## config.mk

```make
export PLATFORM = sky130hd
export DESIGN_NAME = stable_four_level_priority_queue
export DESIGN_NICKNAME = d
export VERILOG_FILES = /design/src/rtl/sflpq_pkg.sv /design/src/rtl/sflpq_ctrl.sv /design/src/rtl/sflpq_datapath.sv /design/src/rtl/stable_four_level_priority_queue.sv
export SDC_FILE = /design/constraint.sdc
export NUM_CORES = 2
export LEC_CHECK = 0
export ABC_AREA = 0
export BUFFER_PORTS_ARGS = -buffer_cell sky130_fd_sc_hd__buf_2
export CAP_MARGIN = 40
export CORE_MARGIN = 2
export CORE_UTILIZATION = 45
export DETAILED_ROUTE_END_ITERATION = 7
export PLACE_DENSITY = 0.72
export SETUP_SLACK_MARGIN = 0.1
export SYNTH_ARGS = -nofsm -noshare
export SYNTH_HDL_FRONTEND = slang
export SYNTH_HIERARCHICAL = 1
export SYNTH_SLANG_ARGS = --single-unit
export TNS_END_PERCENT = 5
```

## constraint.sdc

```tcl
create_clock -name clk -period 3.45 [get_ports clk]
set_clock_uncertainty 0.05 [all_clocks]
set_input_delay 0.69 -clock clk [delete_from_list [all_inputs] [get_ports clk]]
set_output_delay 0.69 -clock clk [all_outputs]
set_load 0.03 [all_outputs]
```

## src/rtl/sflpq_pkg.sv

```systemverilog
`timescale 1ns / 1ps

package sflpq_pkg;

    // Default sizing of the queue.
    localparam int CAPACITY_DEFAULT = 16;
    localparam int LEVELS_DEFAULT   = 4;

    // Field widths of the request and result ports.
    localparam int REQ_W    = 2;
    localparam int PRIO_W   = 3;
    localparam int AGE_W    = 7;
    localparam int REF_W    = 16;
    localparam int STATUS_W = 2;
    localparam int OCC_W    = 5;
    localparam int WORD_W   = AGE_W + REF_W;

    // Request codes.
    localparam logic [REQ_W-1:0] REQ_PUSH  = 2'd0;
    localparam logic [REQ_W-1:0] REQ_POP   = 2'd1;
    localparam logic [REQ_W-1:0] REQ_CLEAR = 2'd2;

    // Result status codes.
    localparam logic [STATUS_W-1:0] STS_OK    = 2'd0;
    localparam logic [STATUS_W-1:0] STS_EMPTY = 2'd1;
    localparam logic [STATUS_W-1:0] STS_FULL  = 2'd2;

    // Commands from the controller to the datapath.
    typedef struct packed {
        logic accept;
        logic load_pop;
    } cmd_t;

    // Status from the datapath to the controller.
    typedef struct packed {
        logic pop_hit;
    } stat_t;

endpackage

```

## src/rtl/sflpq_ctrl.sv

```systemverilog
`timescale 1ns / 1ps

module sflpq_ctrl
(
    input  logic             clk,
    input  logic             rst_n,
    input  logic             in_valid,
    output logic             in_ready,
    output logic             out_valid,
    input  logic             out_ready,
    input  sflpq_pkg::stat_t stat,
    output sflpq_pkg::cmd_t  cmd
);

    typedef enum logic [2:0]
    {
        S_IDLE = 3'b001,
        S_READ = 3'b010,
        S_RESP = 3'b100
    } state_t;

    state_t state_reg;
    state_t state_next;

    always_ff @(posedge clk or negedge rst_n)
    begin
        if (!rst_n)
        begin
            state_reg <= S_IDLE;
        end
        else
        begin
            state_reg <= state_next;
        end
    end

    always_comb
    begin
        state_next   = state_reg;
        cmd.accept   = 1'b0;
        cmd.load_pop = 1'b0;
        in_ready     = 1'b0;
        out_valid    = 1'b0;
        case (state_reg)
            S_IDLE:
            begin
                in_ready = 1'b1;
                if (in_valid)
                begin
                    cmd.accept = 1'b1;
                    // A pop that finds an entry goes through S_READ for the memory read.
                    state_next = stat.pop_hit ? S_READ : S_RESP;
                end
            end
            S_READ:
            begin
                cmd.load_pop = 1'b1;
                state_next   = S_RESP;
            end
            S_RESP:
            begin
                out_valid = 1'b1;
                if (out_ready)
                begin
                    state_next = S_IDLE;
                end
            end
            default:
            begin
                state_next = S_IDLE;
            end
        endcase
    end

endmodule

```

## src/rtl/sflpq_datapath.sv

```systemverilog
`timescale 1ns / 1ps

module sflpq_datapath
#(
    parameter int CAPACITY = sflpq_pkg::CAPACITY_DEFAULT,
    parameter int LEVELS   = sflpq_pkg::LEVELS_DEFAULT
)
(
    input  logic                           clk,
    input  logic                           rst_n,
    input  sflpq_pkg::cmd_t                cmd,
    output sflpq_pkg::stat_t               stat,
    input  logic [sflpq_pkg::REQ_W-1:0]    req_type,
    input  logic [sflpq_pkg::PRIO_W-1:0]   priority_req,
    input  logic [sflpq_pkg::AGE_W-1:0]    age,
    input  logic [sflpq_pkg::REF_W-1:0]    payload_ref,
    output logic [sflpq_pkg::STATUS_W-1:0] status,
    output logic                           popped_valid,
    output logic [sflpq_pkg::PRIO_W-1:0]   popped_priority,
    output logic [sflpq_pkg::AGE_W-1:0]    popped_age,
    output logic [sflpq_pkg::REF_W-1:0]    popped_ref,
    output logic [sflpq_pkg::OCC_W-1:0]    occupancy
);

    localparam int PW    = (CAPACITY > 1) ? $clog2(CAPACITY) : 1;
    localparam int LW    = (LEVELS > 1) ? $clog2(LEVELS) : 1;
    localparam int FW    = $clog2(CAPACITY + 1);
    localparam int DEPTH = LEVELS * CAPACITY;
    localparam int AW    = $clog2(DEPTH);
    localparam int WW    = sflpq_pkg::WORD_W;

    logic [PW-1:0] rd_ptr_reg  [LEVELS];
    logic [PW-1:0] rd_ptr_next [LEVELS];
    logic [PW-1:0] wr_ptr_reg  [LEVELS];
    logic [PW-1:0] wr_ptr_next [LEVELS];
    logic [FW-1:0] fill_reg    [LEVELS];
    logic [FW-1:0] fill_next   [LEVELS];
    logic [FW-1:0] total_reg;
    logic [FW-1:0] total_next;
    logic [LW-1:0] pop_cls_reg;
    logic [LW-1:0] pop_cls_next;

    logic [sflpq_pkg::STATUS_W-1:0] status_reg;
    logic [sflpq_pkg::STATUS_W-1:0] status_next;
    logic                           pvalid_reg;
    logic                           pvalid_next;
    logic [sflpq_pkg::PRIO_W-1:0]   pprio_reg;
    logic [sflpq_pkg::PRIO_W-1:0]   pprio_next;
    logic [sflpq_pkg::AGE_W-1:0]    page_reg;
    logic [sflpq_pkg::AGE_W-1:0]    page_next;
    logic [sflpq_pkg::REF_W-1:0]    pref_reg;
    logic [sflpq_pkg::REF_W-1:0]    pref_next;

    logic [WW-1:0] mem [DEPTH];
    logic [WW-1:0] rdata_reg;
    logic          mem_we;
    logic          mem_re;
    logic [AW-1:0] waddr;
    logic [AW-1:0] raddr;

    logic [LW-1:0] cls_push;
    logic [LW-1:0] cls_pop;
    logic          found;
    logic          full;
    logic [31:0]   occ_wide;

    function automatic logic [PW-1:0] ring_next(input logic [PW-1:0] p);
        logic [PW-1:0] r;
        if (32'(p) >= CAPACITY - 1)
        begin
            r = '0;
        end
        else
        begin
            r = p + PW'(1);
        end
        return r;
    endfunction

    // Out-of-range classes clamp to the nearest valid class.
    always_comb
    begin
        if (priority_req == '0)
        begin
            cls_push = '0;
        end
        else if (32'(priority_req) > LEVELS)
        begin
            cls_push = LW'(LEVELS - 1);
        end
        else
        begin
            cls_push = LW'(priority_req - sflpq_pkg::PRIO_W'(1));
        end
    end

    // Most urgent class that holds an entry.
    always_comb
    begin
        found   = 1'b0;
        cls_pop = '0;
        for (int i = LEVELS - 1; i >= 0; i--)
        begin
            if (fill_reg[i] != '0)
            begin
                found   = 1'b1;
                cls_pop = LW'(i);
            end
        end
    end

    assign full         = (total_reg == FW'(CAPACITY));
    assign stat.pop_hit = (req_type == sflpq_pkg::REQ_POP) && found;
    assign waddr        = AW'(32'(cls_push) * CAPACITY + 32'(wr_ptr_reg[cls_push]));
    assign raddr        = AW'(32'(cls_pop) * CAPACITY + 32'(rd_ptr_reg[cls_pop]));

    always_comb
    begin
        rd_ptr_next  = rd_ptr_reg;
        wr_ptr_next  = wr_ptr_reg;
        fill_next    = fill_reg;
        total_next   = total_reg;
        pop_cls_next = pop_cls_reg;
        status_next  = status_reg;
        pvalid_next  = pvalid_reg;
        pprio_next   = pprio_reg;
        page_next    = page_reg;
        pref_next    = pref_reg;
        mem_we       = 1'b0;
        mem_re       = 1'b0;

        if (cmd.accept)
        begin
            status_next = sflpq_pkg::STS_OK;
            pvalid_next = 1'b0;
            pprio_next  = '0;
            page_next   = '0;
            pref_next   = '0;
            case (req_type)
                sflpq_pkg::REQ_PUSH:
                begin
                    if (full)
                    begin
                        status_next = sflpq_pkg::STS_FULL;
                    end
                    else
                    begin
                        mem_we                = 1'b1;
                        wr_ptr_next[cls_push] = ring_next(wr_ptr_reg[cls_push]);
                        fill_next[cls_push]   = fill_reg[cls_push] + FW'(1);
                        total_next            = total_reg + FW'(1);
                    end
                end
                sflpq_pkg::REQ_POP:
                begin
                    if (found)
                    begin
                        mem_re               = 1'b1;
                        rd_ptr_next[cls_pop] = ring_next(rd_ptr_reg[cls_pop]);
                        fill_next[cls_pop]   = fill_reg[cls_pop] - FW'(1);
                        total_next           = total_reg - FW'(1);
                        pop_cls_next         = cls_pop;
                    end
                    else
                    begin
                        status_next = sflpq_pkg::STS_EMPTY;
                    end
                end
                sflpq_pkg::REQ_CLEAR:
                begin
                    for (int i = 0; i < LEVELS; i++)
                    begin
                        rd_ptr_next[i] = '0;
                        wr_ptr_next[i] = '0;
                        fill_next[i]   = '0;
                    end
                    total_next = '0;
                end
                default:
                begin
                end
            endcase
        end

        if (cmd.load_pop)
        begin
            pvalid_next = 1'b1;
            pprio_next  = sflpq_pkg::PRIO_W'(32'(pop_cls_reg) + 1);
            page_next   = rdata_reg[WW-1:sflpq_pkg::REF_W];
            pref_next   = rdata_reg[sflpq_pkg::REF_W-1:0];
        end
    end

    always_ff @(posedge clk or negedge rst_n)
    begin
        if (!rst_n)
        begin
            for (int i = 0; i < LEVELS; i++)
            begin
                rd_ptr_reg[i] <= '0;
                wr_ptr_reg[i] <= '0;
                fill_reg[i]   <= '0;
            end
            total_reg <= '0;
        end
        else
        begin
            rd_ptr_reg <= rd_ptr_next;
            wr_ptr_reg <= wr_ptr_next;
            fill_reg   <= fill_next;
            total_reg  <= total_next;
        end
    end

    always_ff @(posedge clk)
    begin
        pop_cls_reg <= pop_cls_next;
        status_reg  <= status_next;
        pvalid_reg  <= pvalid_next;
        pprio_reg   <= pprio_next;
        page_reg    <= page_next;
        pref_reg    <= pref_next;
    end

    always_ff @(posedge clk)
    begin
        if (mem_we)
        begin
            mem[waddr] <= {age, payload_ref};
        end
        if (mem_re)
        begin
            rdata_reg <= mem[raddr];
        end
    end

    assign occ_wide        = 32'(total_reg);
    assign occupancy       = occ_wide[sflpq_pkg::OCC_W-1:0];
    assign status          = status_reg;
    assign popped_valid    = pvalid_reg;
    assign popped_priority = pprio_reg;
    assign popped_age      = page_reg;
    assign popped_ref      = pref_reg;

endmodule

```

## src/rtl/stable_four_level_priority_queue.sv

```systemverilog
`timescale 1ns / 1ps

// Priority queue of up to CAPACITY entries in LEVELS classes, class 1 the most
// urgent, first-in first-out within a class. Each request (push, pop or clear)
// gives one result with a status and the occupancy after the request. The
// block handles one request at a time. A push, clear or unknown request shows
// its result in the cycle after it is accepted. A pop that finds an entry goes
// through S_READ before its result shows, because the entry store is a memory
// with a registered read port that the pop must wait on. A further request is
// accepted in the cycle after its predecessor's result is taken. No clearing
// pass is needed after reset.
module stable_four_level_priority_queue
#(
    parameter int CAPACITY = sflpq_pkg::CAPACITY_DEFAULT,
    parameter int LEVELS   = sflpq_pkg::LEVELS_DEFAULT
)
(
    input  logic                           clk,
    input  logic                           rst_n,
    input  logic                           in_valid,
    output logic                           in_ready,
    input  logic [sflpq_pkg::REQ_W-1:0]    req_type,
    input  logic [sflpq_pkg::PRIO_W-1:0]   priority_req,
    input  logic [sflpq_pkg::AGE_W-1:0]    age,
    input  logic [sflpq_pkg::REF_W-1:0]    payload_ref,
    output logic                           out_valid,
    input  logic                           out_ready,
    output logic [sflpq_pkg::STATUS_W-1:0] status,
    output logic                           popped_valid,
    output logic [sflpq_pkg::PRIO_W-1:0]   popped_priority,
    output logic [sflpq_pkg::AGE_W-1:0]    popped_age,
    output logic [sflpq_pkg::REF_W-1:0]    popped_ref,
    output logic [sflpq_pkg::OCC_W-1:0]    occupancy
);

    sflpq_pkg::cmd_t  cmd;
    sflpq_pkg::stat_t stat;

    sflpq_ctrl u_ctrl
    (
        .clk       (clk),
        .rst_n     (rst_n),
        .in_valid  (in_valid),
        .in_ready  (in_ready),
        .out_valid (out_valid),
        .out_ready (out_ready),
        .stat      (stat),
        .cmd       (cmd)
    );

    sflpq_datapath
    #(
        .CAPACITY (CAPACITY),
        .LEVELS   (LEVELS)
    )
    u_datapath
    (
        .clk             (clk),
        .rst_n           (rst_n),
        .cmd             (cmd),
        .stat            (stat),
        .req_type        (req_type),
        .priority_req    (priority_req),
        .age             (age),
        .payload_ref     (payload_ref),
        .status          (status),
        .popped_valid    (popped_valid),
        .popped_priority (popped_priority),
        .popped_age      (popped_age),
        .popped_ref      (popped_ref),
        .occupancy       (occupancy)
    );

endmodule

```

# Word-level counts from Yosys, hierarchy flattened
# Memory sizes are Yosys's and may differ from the RTL's. A register that Yosys moved wholly into a read port is not among the register bits.
# Cells that the tools add are included.
# totals
mem_count	1
output_inout_bits	36
mem_bits_rw	1472
word_cells	146
input_bits	32
reg_bits	91
# mem_list
memory	depth	word_bits	read_ports	rd_clocked_by_memory_dff	wr	line	source
u_datapath.mem	64	23	1	1	1	sflpq_datapath.sv:54	logic [WW-1:0] mem [DEPTH];
# op_classes
add_sub_neg	10
order_cmp	7
n_bitwise	2
muxes	78
eq_ne	10
reduce_logical	18
# op_table
op	n
2-to-1 mux 16 bit	4
case mux 16 bit (2 select lines)	2
case mux 20 bit (3 select lines)	1
2-to-1 mux 4 bit	14
bitwise mux 20 bit	2
2-to-1 mux 20 bit	2
2-to-1 mux 5 bit	8
bitwise mux 16 bit	2
binary-select mux 5 bit (select 2 bit)	2
demux 5 bit (select 2 bit)	2
nonzero test 5 bit	4
2-to-1 mux 1 bit	18
binary-select mux 4 bit (select 2 bit)	2
demux 4 bit (select 2 bit)	2
2-to-1 mux 3 bit	5
case mux 5 bit (3 select lines)	1
2-to-1 mux 2 bit	7
2-to-1 mux 7 bit	2
adder 6 x 4 -> 6 bit	2
adder 5 x 1 -> 5 bit (second input constant)	2
subtractor 5 x 1 -> 5 bit (second input constant)	2
case mux 3 bit (3 select lines)	1
AND reduction 3 bit	3
adder 4 x 1 -> 4 bit (second input constant)	2
other kinds (23)	33

# Longest topological paths before layout
# depth
ltp_word	17
depth_mapped	14
depth_no_buf	12

# By module
# The synthesis kept the hierarchy.
# modules_own_cells
module	seq_area_each_um2	cells_per_inst	instances	area_each_um2
sflpq_datapath	47240.3	4354	1	62403.6
sflpq_ctrl	76.3	13	1	157.7

# Least setup slack after synthesis
# No wires, ideal clock.
# synth_timing
path_kind	input port to flip-flop
start	in priority_req[0] (netlist bit)
end	mem u_datapath/mem[15][0] (netlist bit) (enable)
stages	9
path_slack_ns	-1.134
required_time_ns	2.968
arrival_ns	4.102
path_buffers	1
setup_ns	0.432
cell_sequence	inv_1 -> ha_1 -> clkbuf_1 -> o21bai_1 -> a2bb2oi_1 -> nor2_1 -> nor3_2 -> nand4_1 -> nor3_1
# synth_via
elab_chain_len	8
word_cells_on_any_way	10
classes_between	add/sub: 2; order compare: 1; mux: 5; bitwise: 1; reduce/logical: 1
# synth_lines
item	line	source
from (decl)	stable_four_level_priority_queue.sv:23	input logic [sflpq_pkg::PRIO_W-1:0] priority_req,
> comparator 3 bit or subtractor 2 x 1 -> 2 bit (tied branches)	sflpq_datapath.sv:87, sflpq_datapath.sv:93	
2-to-1 mux 2 bit	sflpq_datapath.sv:87	else if (32'(priority_req) > LEVELS)
2-to-1 mux 2 bit (*)	sflpq_datapath.sv:83	if (priority_req == '0)
inverter 2 -> 3 bit (not written as such)	sflpq_datapath.sv:114	assign waddr = AW'(32'(cls_push) * CAPACITY + 32'(wr_ptr_reg[cls_push]));
binary-select mux 4 bit (select 2 bit)	sflpq_datapath.sv:114	
2-to-1 mux 4 bit (not written as such) (2 in a row)	sflpq_datapath.sv:114	
adder 6 x 4 -> 6 bit (*)	sflpq_datapath.sv:114	
to (decl)	sflpq_datapath.sv:54	
# Every way passes the cells marked *; elsewhere a longest branch is shown, timed or not. The select of a mux whose other input is x is not followed.

# Final worst setup path
# layout_timing
start	reg u_datapath/fill_reg[15] (netlist bit)
end	reg u_datapath.rdata_reg[17], read port of u_datapath.mem (data pin)
# layout_via
elab_chain_len	7
word_cells_on_any_way	11
classes_between	add/sub: 1; mux: 8; bitwise: 1; reduce/logical: 1
# layout_lines
item	line	source
from (decl)	sflpq_datapath.sv:36	logic [FW-1:0] fill_reg [LEVELS];
from (signal assigned)	sflpq_datapath.sv:210	fill_reg <= fill_next;
nonzero test 5 bit (*)	sflpq_datapath.sv:104	if (fill_reg[i] != '0)
2-to-1 mux 2 bit	sflpq_datapath.sv:104	
inverter 2 -> 3 bit (not written as such)	sflpq_datapath.sv:115	assign raddr = AW'(32'(cls_pop) * CAPACITY + 32'(rd_ptr_reg[cls_pop]));
binary-select mux 4 bit (select 2 bit)	sflpq_datapath.sv:115	
2-to-1 mux 4 bit (not written as such) (2 in a row)	sflpq_datapath.sv:115	
adder 6 x 4 -> 6 bit	sflpq_datapath.sv:115	
to (decl)	sflpq_datapath.sv:55	logic [WW-1:0] rdata_reg;
# Marks and branches as above.
# A chain may end at the register's enable or synchronous reset.

==> results.ini <==
[clocking]
clk_pin_slew_worst_paths_ns = 0.06
cts.sinks = 1586
h-tree-depth = 4
cts_tree = yes
clock-root-buffer = clkbuf_16
clockBufferDepth = 3
clkLatencyLatePin_ns = 0.79
holdBufCountCts = 0
numCtsBuffers = 154

[finish]
nets = 4992
final_common_cell = edfxtp_1
design_area_sq_um = 76500
finalNonFillerCells = 6872
largest_reg_flops = 1472
synthToLayoutAreaGrowth_pct = 22.4
layout-drive-gt1-share_pct = 21.0
mostFrequentLayoutCells = 1,525 x edfxtp_1, 1,146 x nand2_1, 446 x buf_4, 209 x a31oi_1, 199 x mux2i_1

[global_routing]
grt_pass1_wl_mm = 269
grt_pass1_vias = 40300
grt_max_degree = 65
track_usage_pct = 25.9
gr-total-overflow = 0
antenna_found_initial = 16

[die]
row_count = 136
io_pins = 68
die_y_microns = 377
die_x_microns = 377
start_util_pct = 45.4
die_area_sq_um = 142000
core_area_sq_um = 138000

[critical_path]
r2r_cells = 14
rr_startpoint = u_datapath/fill_reg[15]
crit_fanout = 17
worst_ep_required_time_ns = 3.92
ff2ff_setup_slack_ns = -0.22
cp.arrival_ns = 4.14
crit_end = u_datapath/rdata_reg[17]
endpoint_kind = flip-flop
reg2reg_to = u_datapath/rdata_reg[17]
crit_start = u_datapath/fill_reg[15]
setup.worst_path.start_class = flip-flop
path_class = reg -> reg

[routing]
avgRoutedWirePerCell_microns = 26.9
vias = 41700
firstDrtPassIters = 5
wirelength_mm = 185
drcViolationCount = 0
via_per_inst = 6.06
drtAntennaViolNets = 0
drt_iter0_markers = 5848

[power]
p_sw_mw = 29.1
p_leak_nw = 26.3
swShare_pct = 39.1
pwr-share-clk_pct = 22.2
pwr-share-seq_pct = 29.9
ir_drop_mv = 1.07
p_int_mw = 45.3
p_comb_share_pct = 47.9
powerDensity_nw_per_um2 = 973

[synthesis]
synth.avg_cell_area_sq_um = 14.3
ys_warn_count = 6
async_reset_ff_share_pct = 3.78
netlist_area_sq_um = 62600
synth_seq_area_share_pct = 75.6
synthTopCellsByArea = edfxtp_1 73%, nand2_1 6.9%, mux2i_1 3.2%
ys.flop_type = edfxtp_1
syn_nets = 4412
synthDistinctLibCells = 78
synth_edf_count = 1525
syn-instance-count = 4367
synth_top_area_share_pct = 73.2
yosys.area.top_type = edfxtp_1
ys_seq_elements = 1586

[timing]
clock.fmax_mhz = 272
worst_pin_slew_ns = 0.896
timing.final.ws_setup_ns = -0.222
layout_min_cycle_time_ns = 3.67
setup_violations = 23
maxSlewViolCount = 0
slew_headroom_pct = 40.3
fin_setup_tns_ns = -3.64
whs_ns = 0.0481
period_share_pct = 106
final_hold_viol_count = 0
rsz0062_at_grt = true

[placed_design]
dp_cells = 6575
placed_area_sq_um = 71000
hpwl_mm = 118
io_buffer_count = 67
gp_congestion = 0.925

[flow_run]
drv_cap = 0

[min_path]
hold_class = in -> async

[run_status]
violations = negative setup slack
status = finished, violations left

-- how the worst min path moves through the flow --
| stage | to | slack (ns) |
|---|---|---|
| 3_5_place_dp | u_datapath/popped_valid | 0.39 |
| 2_1_floorplan | u_ctrl/state_reg[1] | 0.34 |
| 4_1_cts | u_datapath/wr_ptr_reg[7] | 0.04 |
| 5_1_grt | u_datapath/occupancy[0] | 0.12 |
| 3_3_place_gp | u_datapath/popped_valid | 0.38 |
| 6_report | u_datapath/occupancy[2] | 0.05 |
-- stage by stage --
stage               util [%]  total power [mW]  setup WS [ns]
floorplan                  -              38.9        0.00547
global placement        51.5              55.1         -0.549
detailed placement      51.6              55.6         -0.534
CTS                     55.5              73.6         -0.188
global route            55.6              76.9         -0.334
finish                  55.6              74.5         -0.222
-- layer usage --
metal	vias to the layer above	wire length [microns]	global-route usage (%)
li1	17800	-	-
met4	16	7120	10.0
met3	426	22600	5.93
met2	2726	85100	40.5
met5	-	108	0
met1	20700	69800	35.3
-- critical path, cell delays in order, from the launching register on --
cell and delay [ns]:
dfrtp_1 0.39, buf_4 0.15, nor4_4 0.34, nand4_1 0.29
nor4b_1 0.52, a221oi_1 0.10, buf_4 0.20, nand2_1 0.12
buf_12 0.20, buf_4 0.16, a31oi_1 0.05, and3_1 0.27
a31oi_2 0.24, buf_4 0.20, nand4_1 0.09
-- synth_stat cells (all sizes together) (40+ instances only) --
library cell,number
buf,173
and3,59
nor2,109
edfxtp,1525
nand2,1152
nand4,47
dfrtp,59
nand3,199
a32o,40
mux2i,201
o21ai,58
a31oi,229
clkbuf,91
a32oi,180
-- area by class of cell --
cell class | instances | area (sq um)
clock inverters | 101 | 870
repair buffers | 688 | 7100
diodes | 5 | 12.5
well taps | 1794 | 2240
multi-input cells | 2498 | 14800
fillers | 10400 | 61100
clock buffers | 181 | 4050
inverters | 19 | 115
flip-flops and latches | 1586 | 47300
-- power by group through the flow --
| stage | Combinational [mW] | Clock, mW | Sequential, mW |
|---|---|---|---|
| after floorplan | 16.1 | 0 | 22.8 |
| after global placement | 32.5 | 0 | 22.7 |
| after detailed placement | 32.9 | 0 | 22.7 |
| after CTS | 34.7 | 16.6 | 22.3 |
| after global routing | 37.2 | 17.4 | 22.3 |
| final | 35.6 | 16.5 | 22.3 |
-- cells by family (layout without fill, tap and decap cells) --
group	Yosys count	count (layout)	share of synthesized area, %
xor+xnor	10	10	0.140
compound gates	607	607	7.10
fa+ha+maj	13	13	0.272
buf+inv	283	989	2.25
flops	1586	1586	75.6
mux	203	203	3.25
simple gates	1665	1665	11.4
other cells	0	5	0
-- what timing repair did --
action / 4_1_cts / 5_1_grt
setup endpoints to repair: 27 / 31
setup buffers: 8 / 0
gates cloned: 2 / 0
pin swaps: 12 / 5
hold endpoints to repair: 0 / 0
gates resized for setup: 63 / 14
(Power assumes the default switching activity.)
